===== config.mk =====
export PLATFORM = sky130hd
export DESIGN_NAME = binary_to_decimal_ascii_unit_flat
export DESIGN_NICKNAME = d
export VERILOG_FILES = /design/src/hdl/b2da_pkg.sv /design/src/hdl/b2da_value_if.sv /design/src/hdl/b2da_digit_if.sv /design/src/hdl/b2da_dp.sv /design/src/hdl/b2da_ctrl.sv /design/src/hdl/binary_to_decimal_ascii_unit.sv /design/src/flat_wrapper.sv
export SDC_FILE = /design/constraint.sdc
export NUM_CORES = 1
export LEC_CHECK = 0
export BUFFER_PORTS_ARGS = -buffer_cell sky130_fd_sc_hd__buf_2
export CAP_MARGIN = 20
export CORE_ASPECT_RATIO = 2
export CORE_MARGIN = 2
export CORE_UTILIZATION = 50
export DETAILED_ROUTE_END_ITERATION = 10
export PLACE_DENSITY = 0.69
export RECOVER_POWER = 25
export SYNTH_ARGS = -nofsm -noshare
export SYNTH_HDL_FRONTEND = slang
export SYNTH_HIERARCHICAL = 1
export SYNTH_SLANG_ARGS = --single-unit

===== constraint.sdc =====
create_clock -name clk -period 5.11 [get_ports clk]
set_input_delay 0.7665 -clock clk [delete_from_list [all_inputs] [get_ports clk]]
set_output_delay 0.7665 -clock clk [all_outputs]
set_load 0.01 [all_outputs]

===== src/hdl/b2da_pkg.sv =====
// ---------------------------------------------------------------------------
// b2da_pkg
// shared widths, constants and controller/datapath types for the
// binary to decimal ascii unit
// ---------------------------------------------------------------------------
package b2da_pkg;

    localparam int VALUE_WIDTH = 32;
    // floor(w * log10(2)) + 1 decimal digits cover any w-bit value
    localparam int NUM_DIGITS  = (VALUE_WIDTH * 1233) / 4096 + 1;
    localparam int BCD_W       = 4 * NUM_DIGITS;
    localparam int CHAR_W      = 6;
    localparam int BIT_CNT_W   = $clog2(VALUE_WIDTH);
    localparam int DIG_CNT_W   = $clog2(NUM_DIGITS + 1);
    localparam int ASCII_ZERO  = 48;

    typedef struct packed {
        logic load;         // take a new value, clear the digits
        logic conv_step;    // one double dabble step
        logic digit_shift;  // drop the top digit
    } b2da_cmd_t;

    typedef struct packed {
        logic top_zero;     // most significant digit is zero
    } b2da_status_t;

endpackage


===== src/hdl/b2da_value_if.sv =====
// ---------------------------------------------------------------------------
// b2da_value_if
// request channel carrying one binary value
// ---------------------------------------------------------------------------
interface b2da_value_if
    import b2da_pkg::*;
();
    logic                   valid;
    logic                   ready;
    logic [VALUE_WIDTH-1:0] value;

    modport source (output valid, output value, input ready);
    modport sink   (input valid, input value, output ready);
endinterface


===== src/hdl/b2da_digit_if.sv =====
// ---------------------------------------------------------------------------
// b2da_digit_if
// result channel carrying one ascii digit and its end-of-run flag
// ---------------------------------------------------------------------------
interface b2da_digit_if
    import b2da_pkg::*;
();
    logic              valid;
    logic              ready;
    logic [CHAR_W-1:0] digit_char;
    logic              last_digit;

    modport source (output valid, output digit_char, output last_digit, input ready);
    modport sink   (input valid, input digit_char, input last_digit, output ready);
endinterface


===== src/hdl/b2da_dp.sv =====
// ---------------------------------------------------------------------------
// b2da_dp
// datapath: binary shift register, bcd digit register with add-3 correction
// ---------------------------------------------------------------------------
module b2da_dp
    import b2da_pkg::*;
(
    input  logic                   clk,
    input  b2da_cmd_t              cmd,
    input  logic [VALUE_WIDTH-1:0] value,
    output b2da_status_t           status,
    output logic [CHAR_W-1:0]      digit_char
);

    logic [VALUE_WIDTH-1:0] bin_reg;
    logic [VALUE_WIDTH-1:0] bin_next;
    logic [BCD_W-1:0]       bcd_reg;
    logic [BCD_W-1:0]       bcd_next;
    logic [BCD_W-1:0]       bcd_adj;
    logic [3:0]             top_digit;

    // add 3 to every digit of 5 or more before the shift
    always_comb
    begin
        for (int i = 0; i < NUM_DIGITS; i++)
        begin
            if (bcd_reg[4*i +: 4] >= 4'd5)
            begin
                bcd_adj[4*i +: 4] = bcd_reg[4*i +: 4] + 4'd3;
            end
            else
            begin
                bcd_adj[4*i +: 4] = bcd_reg[4*i +: 4];
            end
        end
    end

    always_comb
    begin
        bin_next = bin_reg;
        bcd_next = bcd_reg;
        if (cmd.load)
        begin
            bin_next = value;
            bcd_next = '0;
        end
        else if (cmd.conv_step)
        begin
            bin_next = {bin_reg[VALUE_WIDTH-2:0], 1'b0};
            bcd_next = {bcd_adj[BCD_W-2:0], bin_reg[VALUE_WIDTH-1]};
        end
        else if (cmd.digit_shift)
        begin
            bcd_next = {bcd_reg[BCD_W-5:0], 4'd0};
        end
    end

    always_ff @(posedge clk)
    begin
        bin_reg <= bin_next;
        bcd_reg <= bcd_next;
    end

    assign top_digit       = bcd_reg[BCD_W-1 -: 4];
    assign status.top_zero = (top_digit == 4'd0);
    assign digit_char      = CHAR_W'(ASCII_ZERO) | CHAR_W'(top_digit);

endmodule


===== src/hdl/b2da_ctrl.sv =====
// ---------------------------------------------------------------------------
// b2da_ctrl
// controller: sequences load, conversion, leading-zero skip and digit output
// ---------------------------------------------------------------------------
module b2da_ctrl
    import b2da_pkg::*;
(
    input  logic         clk,
    input  logic         rst_n,
    input  logic         in_valid,
    output logic         in_ready,
    output logic         out_valid,
    input  logic         out_ready,
    output logic         out_last,
    input  b2da_status_t status,
    output b2da_cmd_t    cmd
);

    localparam logic [1:0] ST_IDLE = 2'd0;
    localparam logic [1:0] ST_CONV = 2'd1;
    localparam logic [1:0] ST_SKIP = 2'd2;
    localparam logic [1:0] ST_EMIT = 2'd3;

    logic [1:0]           state_reg;
    logic [1:0]           state_next;
    logic [BIT_CNT_W-1:0] bit_cnt_reg;
    logic [BIT_CNT_W-1:0] bit_cnt_next;
    logic [DIG_CNT_W-1:0] dig_cnt_reg;
    logic [DIG_CNT_W-1:0] dig_cnt_next;
    logic                 one_left;

    assign one_left  = (dig_cnt_reg == DIG_CNT_W'(1));
    assign in_ready  = (state_reg == ST_IDLE);
    assign out_valid = (state_reg == ST_EMIT);
    assign out_last  = one_left;

    always_comb
    begin
        state_next   = state_reg;
        bit_cnt_next = bit_cnt_reg;
        dig_cnt_next = dig_cnt_reg;
        cmd          = '0;
        case (state_reg)
            ST_IDLE:
            begin
                if (in_valid)
                begin
                    cmd.load     = 1'b1;
                    bit_cnt_next = '0;
                    state_next   = ST_CONV;
                end
            end
            ST_CONV:
            begin
                cmd.conv_step = 1'b1;
                bit_cnt_next  = bit_cnt_reg + 1'b1;
                if (bit_cnt_reg == BIT_CNT_W'(VALUE_WIDTH - 1))
                begin
                    dig_cnt_next = DIG_CNT_W'(NUM_DIGITS);
                    state_next   = ST_SKIP;
                end
            end
            ST_SKIP:
            begin
                // drop leading zeros but always keep the units digit
                if (status.top_zero && !one_left)
                begin
                    cmd.digit_shift = 1'b1;
                    dig_cnt_next    = dig_cnt_reg - 1'b1;
                end
                else
                begin
                    state_next = ST_EMIT;
                end
            end
            ST_EMIT:
            begin
                if (out_ready)
                begin
                    if (one_left)
                    begin
                        state_next = ST_IDLE;
                    end
                    else
                    begin
                        cmd.digit_shift = 1'b1;
                        dig_cnt_next    = dig_cnt_reg - 1'b1;
                    end
                end
            end
            default:
            begin
                state_next = ST_IDLE;
            end
        endcase
    end

    always_ff @(posedge clk or negedge rst_n)
    begin
        if (!rst_n)
        begin
            state_reg   <= ST_IDLE;
            bit_cnt_reg <= '0;
            dig_cnt_reg <= '0;
        end
        else
        begin
            state_reg   <= state_next;
            bit_cnt_reg <= bit_cnt_next;
            dig_cnt_reg <= dig_cnt_next;
        end
    end

endmodule


===== src/hdl/binary_to_decimal_ascii_unit.sv =====
// ---------------------------------------------------------------------------
// binary_to_decimal_ascii_unit
// converts an unsigned 32-bit value into ascii decimal digits, msd first
// ---------------------------------------------------------------------------
// usage:
//   number : valid/ready request channel carrying one 32-bit value
//   text   : valid/ready channel, one ascii digit per transfer; last_digit
//            marks the units digit that ends the run. leading zeros are
//            dropped, zero gives the single digit '0'.
// operation:
//   a request is taken only while the unit is idle. conversion is a
//   shift-and-add-3 loop over the 32 value bits, one bit per cycle, then
//   up to 9 leading zero digits are skipped one per cycle. digits then
//   go out one per cycle while text.ready is high; conversion and the
//   zero skip do not wait on it. the next request is taken only once the
//   unit is back in idle after the units digit has been accepted.
// stall: in output, a low text.ready holds the current digit and nothing
//   advances. reset returns the unit to idle, discarding any run in flight.
// ---------------------------------------------------------------------------
module binary_to_decimal_ascii_unit
    import b2da_pkg::*;
(
    input  logic   clk,
    input  logic   rst_n,
    b2da_value_if.sink   number,
    b2da_digit_if.source text
);

    b2da_cmd_t    cmd;
    b2da_status_t status;

    b2da_ctrl u_ctrl (
        .clk       (clk),
        .rst_n     (rst_n),
        .in_valid  (number.valid),
        .in_ready  (number.ready),
        .out_valid (text.valid),
        .out_ready (text.ready),
        .out_last  (text.last_digit),
        .status    (status),
        .cmd       (cmd)
    );

    b2da_dp u_dp (
        .clk        (clk),
        .cmd        (cmd),
        .value      (number.value),
        .status     (status),
        .digit_char (text.digit_char)
    );

endmodule

===== src/flat_wrapper.sv =====
// flat-port wrapper written by rule: the top's interface ports become plain ports
module binary_to_decimal_ascii_unit_flat import b2da_pkg::*;
  (clk, rst_n, number_valid, number_value, number_ready, text_valid, text_digit_char, text_last_digit, text_ready);
  b2da_value_if number_i ();
  b2da_digit_if text_i ();
  input  logic clk;
  input  logic rst_n;
  input wire logic [$bits(number_i.valid)-1:0] number_valid;
  input wire logic [$bits(number_i.value)-1:0] number_value;
  output wire logic [$bits(number_i.ready)-1:0] number_ready;
  output wire logic [$bits(text_i.valid)-1:0] text_valid;
  output wire logic [$bits(text_i.digit_char)-1:0] text_digit_char;
  output wire logic [$bits(text_i.last_digit)-1:0] text_last_digit;
  input wire logic [$bits(text_i.ready)-1:0] text_ready;
  assign number_i.valid = number_valid;
  assign number_i.value = number_value;
  assign number_ready = number_i.ready;
  assign text_valid = text_i.valid;
  assign text_digit_char = text_i.digit_char;
  assign text_last_digit = text_i.last_digit;
  assign text_i.ready = text_ready;
  binary_to_decimal_ascii_unit u_core (.clk(clk), .rst_n(rst_n), .number(number_i), .text(text_i));
endmodule

==> run summary, run 1 <==
outcome = finished, violations left
failing checks = capacitance limit, slew limit
largest delay contributor family on the critical path = buffers and inverters
yosys warns = 6
critical path type = reg -> reg
all-layer global routing usage = 19.7%
vias in the first global route = 3600
diodes inserted = 0
antenna viol nets, final = 0
Detailed Place HPWL = 6250 um
Tcrit/Tclk final = 67.4%
Mapped Cells = 477
final hold vios = 0
max incr delay on CP = 1.30 ns
Seq cells post-synth = 83
IO Pins = 45
vias per std cell = 5.91
Detailed Route WL = 9770 um
worst-margin pin slew = 1.76 ns
Final setup viols = 0
wire length per cell = 15.9 um
Initial Util = 50.8%
clock latency at the later pin of the worst-skew pair = 0.33 ns
fmax = 290 MHz
Slew HR = -17.6%
crit end category = register
Non-Filler Instances = 613
# hold bufs at CTS = 0
sequential area share after synthesis = 41.9%
mapped cell area = 4870 um^2
Largest register FFs = 40
Worst Setup Start Kind = register
Placed Instances = 597
die area = 10600 um^2
PwrDens = 683 nW/um^2
unrepaired setup endpoints after global routing = no
max_cap viols = 2
most frequent cells in the layout = 40 x dfxtp_1, 37 x a21oi_1, 35 x buf_2, 35 x mux2_2, 32 x edfxtp_1
Async SR Flop Fraction = 13.3%
I/O Buffers = 42
Crit Path Max Fanout = 45
Clock Path Buffers = 2
r2r endpoint = u_core/u_dp/bcd_reg[6]
CTS tree = done
vertical die dimension = 144 um
largest net degree at the start of global routing = 86
H-tree Lvls = 3
fin worst setup slack = 1.67 ns
drt first pass iters = 4
Worst EP required = 5.25 ns
Post-synth EDFFs = 32
WP data arrival = 3.59 ns
setup bufs post-CTS = 0
Setup TNS = 0 ns
Max IR drop VDD = 0.455 mV
global-route wire length before repair = 16500 um
DR vias = 3621
slowest stage cell, crit path = inv_1
Worst Path Buf+Inv = 2
Mean Syn Cell Area = 10.2 um^2
gpl congestion = 0.783
clock tree sinks = 83
core area = 9570 um^2
Hold WC Path Type = in -> async
PostCTS Resize Cnt = 0
ys flop type = dfxtp_1
leak pwr = 1.98 nW
Pins Over Slew Limit = 132
# DRC = 0
initial antenna violation count = 0
First DRT Iteration DRCs = 206
Final Util = 55.5%
Rows = 51
Clock transition at path regs = 0.06 ns
most used cell, CP = inv_1
critical-path cell list = inv_1 -> ha_1 -> nor2_1 -> inv_1 -> o221ai_1
post-place setup slack = 1.97 ns
Unique masters post-synth = 46
most common cell after layout, fill and taps aside = dfxtp_1
clk root buf = clkbuf_16
Layout area overhead = 9.18%
r2r setup slk = 1.67 ns
Period minus WS final = 3.44 ns
GRT overflow = 0
Final #Nets = 567
total CTS buffers = 9
Crit Reg-Reg Startpoint = u_core/u_ctrl/state_reg[1]
Chip Width = 73.8 um
R2R depth = 5
share of layout cells above drive strength 1 = 18.7%
clock skew = 0.00439 ns
==> worst register-to-register path, stage by stage (launching register included) <==
cell and delay (ns):
dfrtp_1 0.42, inv_1 0.11, ha_1 0.72, nor2_1 0.38, inv_1 1.31, o221ai_1 0.32
==> routing by layer <==
layer | routed length (um) | GRT usage (%) | vias to the layer above | part of all wire [%]
met1 | 4440 | 24.8 | 1727 | 45
met5 | 0 | 0 | - | 0
met2 | 4850 | 32.6 | 58 | 50
met4 | 172 | 7.75 | 0 | 1.8
li1 | - | - | 1819 | -
met3 | 301 | 3.72 | 17 | 3.1
==> cell type report <==
cell class,count,area (um^2)
Timing Repair Buffer,45,221
Sequential cell,83,2040
Tap cell,106,133
Inverter,28,105
Clock buffer,11,233
Clock inverter,5,62.6
Multi-Input combinational cell,335,2520
Fill cell,853,4260
==> worst max path at each step <==
stage / cells past startpoint / slack (ns) / from / end
3_5_place_dp: 9 / 1.97 / u_core/u_dp/bcd_reg[36] / u_core/u_dp/bcd_reg[27]
3_3_place_gp: 9 / 2.14 / u_core/u_dp/bcd_reg[36] / u_core/u_dp/bcd_reg[11]
5_1_grt: 5 / 1.37 / u_core/u_ctrl/state_reg[1] / u_core/u_dp/bcd_reg[34]
2_1_floorplan: 6 / 3.02 / u_core/u_ctrl/state_reg[0] / u_core/u_dp/bin_reg[0]
6_report: 5 / 1.67 / u_core/u_ctrl/state_reg[1] / u_core/u_dp/bcd_reg[6]
4_1_cts: 9 / 1.90 / u_core/u_dp/bcd_reg[36] / u_core/u_dp/bcd_reg[31]
==> kinds of logic after synthesis <==
logic type	Yosys count	share of synthesized area [%]
AND/OR/NAND/NOR	126	15.5
AO/OA/AOI/OAI	123	16.5
flip-flops	83	41.9
buffers and inverters	60	6.33
multiplexers	54	12.1
adder cells (fa/ha/maj)	29	7.46
other	1	0.0771
XOR/XNOR	1	0.180
==> synthesized netlist by cell type, drive strengths merged (2+ instances only) <==
cell / n / share of area (%)
nand2: 25 / 1.9
nand4b: 18 / 3.2
o221ai: 13 / 2.3
clkbuf: 6 / 0.46
dfrtp: 11 / 5.7
o21ai: 28 / 2.9
nor3b: 20 / 3.4
or3: 2 / 0.46
o311ai: 6 / 1.1
nor3: 5 / 0.51
nand2b: 11 / 1.4
mux2i: 15 / 3.1
inv: 28 / 2.2
a21o: 2 / 0.31
buf: 26 / 3.7
mux2: 39 / 9.0
a211oi: 21 / 3.2
dfxtp: 40 / 16
nor2b: 4 / 0.67
nand3b: 2 / 0.31
nand3: 3 / 0.31
nor2: 31 / 2.4
a32oi: 10 / 1.8
edfxtp: 32 / 20
and2: 2 / 0.26
a21oi: 37 / 3.8
a22oi: 2 / 0.31
ha: 29 / 7.5
==> power by group <==
| group | internal [W] | switching (W) | total (W) |
|---|---|---|---|
| Clock | 0.000381 | 0.000260 | 0.000642 |
| Combinational | 0.000708 | 0.000943 | 0.00165 |
| Sequential | 0.00109 | 0.000247 | 0.00133 |
==> stage by stage <==
step / instance area, um^2 / hold WS, ns / power, W
after global routing: 5310 / 0.467 / 0.00393
after floorplan: 4870 / 0.454 / 0.00267
after global placement: 5040 / 0.486 / 0.00296
after CTS: 5340 / 0.290 / 0.00366
final: 5310 / 0.419 / 0.00363
after detailed placement: 5040 / 0.496 / 0.00299
No activity file was read; power rests on OpenSTA's default activity.
==> run 2, diff against run 1 <==
- ABC_AREA: default -> 1
- clock period: 5.11 -> 3.2 ns (I/O delays scaled with it)
==> run 2 against run 1 <==
The flow now finishes without violations. Non-clock buffer count increased by 3. Critical path depth up 3. Global-route usage increased by 2.2 points. Critical path type unchanged. Largest cell class unchanged. Largest power group unchanged.
==> run summary, run 2 <==
outcome = finished, final reports clean
DR vias = 4387 (+21%)
# DRC = 0 (unchanged)
most frequent cells in the layout = 208 x nand2_1, 89 x inv_1, 63 x o21ai_0
GRT overflow = 0 (unchanged)
Hold WC Path Type = in -> async
I/O Buffers = 42 (unchanged)
combinational power share = 48.4% (+2.9 points)
most numerous cell in the Yosys netlist = nand2_1
Slew HR = 39.5% (+57 points)
overall power = 0.00649 W (+79%)
most common cell after layout, fill and taps aside = nand2_1
clock latency at the later pin of the worst-skew pair = 0.33 ns (about the same)
Clock transition at path regs = 0.06 ns (about the same)
Layout area overhead = 11.8%
Detailed Route WL = 10800 um (+11%)
Rows = 51 (unchanged)
Sw Share = 44.1% (+4.1 points)
Post-synth EDFFs = 32 (unchanged)
IO Pins = 45 (unchanged)
Synth area leaders = edfxtp_1 19%, dfxtp_1 16%, nand2_1 16%, ha_1 7.4%, inv_1 6.7%
Final Util = 56.9% (+1.4 points)
PostCTS Resize Cnt = 0 (unchanged)
Final setup viols = 0 (unchanged)
vias per std cell = 5.27 (-11%)
share of layout cells above drive strength 1 = 9.99% (-8.8 points)
ys flop type = dfxtp_1
Worst Setup Start Kind = register
crit end category = register
H-tree Lvls = 3 (unchanged)
R2R depth = 8 (+3)
die area = 10700 um^2 (+1.3%)
global-route wire length before repair = 18600 um (+13%)
Async SR Flop Fraction = 13.3% (unchanged)
diodes inserted = 0 (unchanged)
First DRT Iteration DRCs = 235 (+14%)
final hold vios = 0 (unchanged)
setup bufs post-CTS = 0 (unchanged)
Int Pwr = 0.00363 W (+67%)
mapped cell area = 4930 um^2 (+1.4%)
clock tree sinks = 83 (unchanged)
Setup TNS = 0 ns (unchanged)
Max IR drop VDD = 0.751 mV (+65%)
Unique masters post-synth = 31 (-33%)
# fillers = 932 (+9.3%)
largest net degree at the start of global routing = 48 (-44%)
sequential area share after synthesis = 41.3% (-0.57 points)
vias in the first global route = 4414 (+23%)
clock skew = 0.00561 ns (+0.00123 ns)
Final #Nets = 761 (+34%)
Chip Width = 74.2 um (+0.66%)
worst hold slack = 0.142 ns (-0.277 ns)
leading area contributor after synthesis = edfxtp_1
critical path type = reg -> reg
max_cap viols = 0 (-2)
r2r setup slk = 0.62 ns (-1.05 ns)
yosys warns = 6 (unchanged)
drt first pass iters = 6 (+2)
Crit Reg-Reg Startpoint = u_core/u_ctrl/state_reg[1]
Clock Power Share = 18.5% (+0.8 points)
wire length per cell = 13.0 um (-18%)
Detailed Place HPWL = 7570 um (+21%)
Critical Path End = u_core/u_ctrl/bit_cnt_reg[2]
leak pwr = 2.70 nW (+37%)
Tcrit/Tclk final = 80.7% (+13 points)
r2r endpoint = u_core/u_ctrl/bit_cnt_reg[2]
Initial Util = 50.9% (about the same)
antenna viol nets, final = 0 (unchanged)
Largest register FFs = 40 (unchanged)
WP data arrival = 2.80 ns (-0.79 ns)
Synth top cells by count = 206 x nand2_1, 88 x inv_1, 62 x o21ai_0, 48 x nand3_1, 45 x a21oi_1
Synth top area share = 19.5% (-0.27 points)
fmax = 387 MHz (+33%)
Mapped Cells = 665 (+39%)
Pins Over Slew Limit = 0 (-100%)
unrepaired setup endpoints after global routing = no
CTS tree = done
gpl congestion = 0.879 (+12%)
# hold bufs at CTS = 0 (unchanged)
Placed Instances = 817 (+37%)
CP startpoint = u_core/u_ctrl/state_reg[1]
all-layer global routing usage = 21.9% (+2.2 points)
Non-Filler Instances = 833 (+36%)
Worst EP required = 3.41 ns (-1.84 ns)
clk root buf = clkbuf_16
core area = 9700 um^2 (+1.3%)
sequential power share = 33.1% (-3.7 points)
worst-margin pin slew = 0.907 ns (-0.857 ns)
NetSw = 0.00286 W (+97%)
Seq cells post-synth = 83 (unchanged)
Multi-input gate area = 2370 um^2 (-5.8%)
PwrDens = 1180 nW/um^2 (+72%)
Mean Syn Cell Area = 7.42 um^2 (-27%)
initial antenna violation count = 0 (unchanged)
vertical die dimension = 144 um (+0.67%)
Crit Path Max Fanout = 47 (+4.4%)
Register Area = 2040 um^2 (unchanged)
Period minus WS final = 2.58 ns (-0.863 ns)
Clock Path Buffers = 2 (unchanged)
total CTS buffers = 9 (unchanged)
==> run 2: cell count changes after synthesis, sizes merged, moves of 18 or more <==
cell    delta
inv       +65
nand4b    -18
o21ai     +40
nand3     +47
nor3b     -20
mux2      -39
nand2    +187
==> run 2: logic make-up (layout without fill, tap and decap cells) <==
group / after synthesis / after routing / share of synthesized area (%)
compound gates: 124 / 124 / 13.1
xor+xnor: 13 / 13 / 2.31
flops: 83 / 83 / 41.3
buf+inv: 122 / 157 / 10.2
simple gates: 293 / 293 / 25.6
other cells: 1 / 2 / 0.0760
fa+ha+maj: 29 / 29 / 7.35
==> run 2: layout make-up <==
class | instances | area share [%]
Multi-Input combinational cell | 461 | 43.0
Sequential cell | 83 | 36.9
Inverter | 93 | 6.33
Timing Repair Buffer | 48 | 4.38
Clock buffer | 9 | 4.08
Tap cell | 132 | 2.99
Clock inverter | 7 | 2.27
==> run 2: metrics by stage <==
step / setup WS (ns) / cell area, um^2
after floorplan: 0.630 / 4940
after global placement: 0.775 / 5200
after detailed placement: 0.660 / 5200
after CTS: 0.638 / 5550
after global routing: 0.218 / 5520
final: 0.618 / 5520
==> run 2: layer usage <==
| layer | routed length (um) | vias to the layer above | part of all wire [%] | GRT usage [%] |
|---|---|---|---|---|
| li1 | - | 2216 | - | - |
| met1 | 4280 | 2051 | 40 | 23.0 |
| met5 | 0 | - | 0 | 0 |
| met2 | 5970 | 103 | 55 | 41.0 |
| met3 | 367 | 17 | 3.4 | 3.48 |
| met4 | 216 | 0 | 2.0 | 9.87 |
==> run 2: worst min path at each step <==
stage	to	slack, ns	cells past startpoint	startpoint
floorplan	u_core/u_ctrl/bit_cnt_reg[0]	0.18	0	rst_n
global placement	u_core/u_ctrl/dig_cnt_reg[2]	0.36	1	rst_n
detailed placement	u_core/u_ctrl/dig_cnt_reg[2]	0.37	1	rst_n
CTS	u_core/u_ctrl/state_reg[1]	0.01	1	rst_n
global route	u_core/u_ctrl/state_reg[1]	0.20	1	rst_n
finish	u_core/u_ctrl/state_reg[1]	0.14	1	rst_n
==> run 2: critical path, cell delays in order (launching register included) <==
cell and delay, ns:
dfrtp_1 0.42, inv_1 0.11, ha_1 0.18, clkbuf_2 0.70
inv_1 0.09, o21ai_0 0.46, clkinv_1 0.20, a21oi_1 0.21
nor2_1 0.07
==> run 2: power groups by stage <==
stage	combinational [W]	sequential [W]	clock (W)
finish	0.00315	0.00215	0.00120
global route	0.00366	0.00222	0.00127
CTS	0.00321	0.00215	0.00122
detailed placement	0.00319	0.00216	0
global placement	0.00307	0.00214	0
floorplan	0.00259	0.00205	0
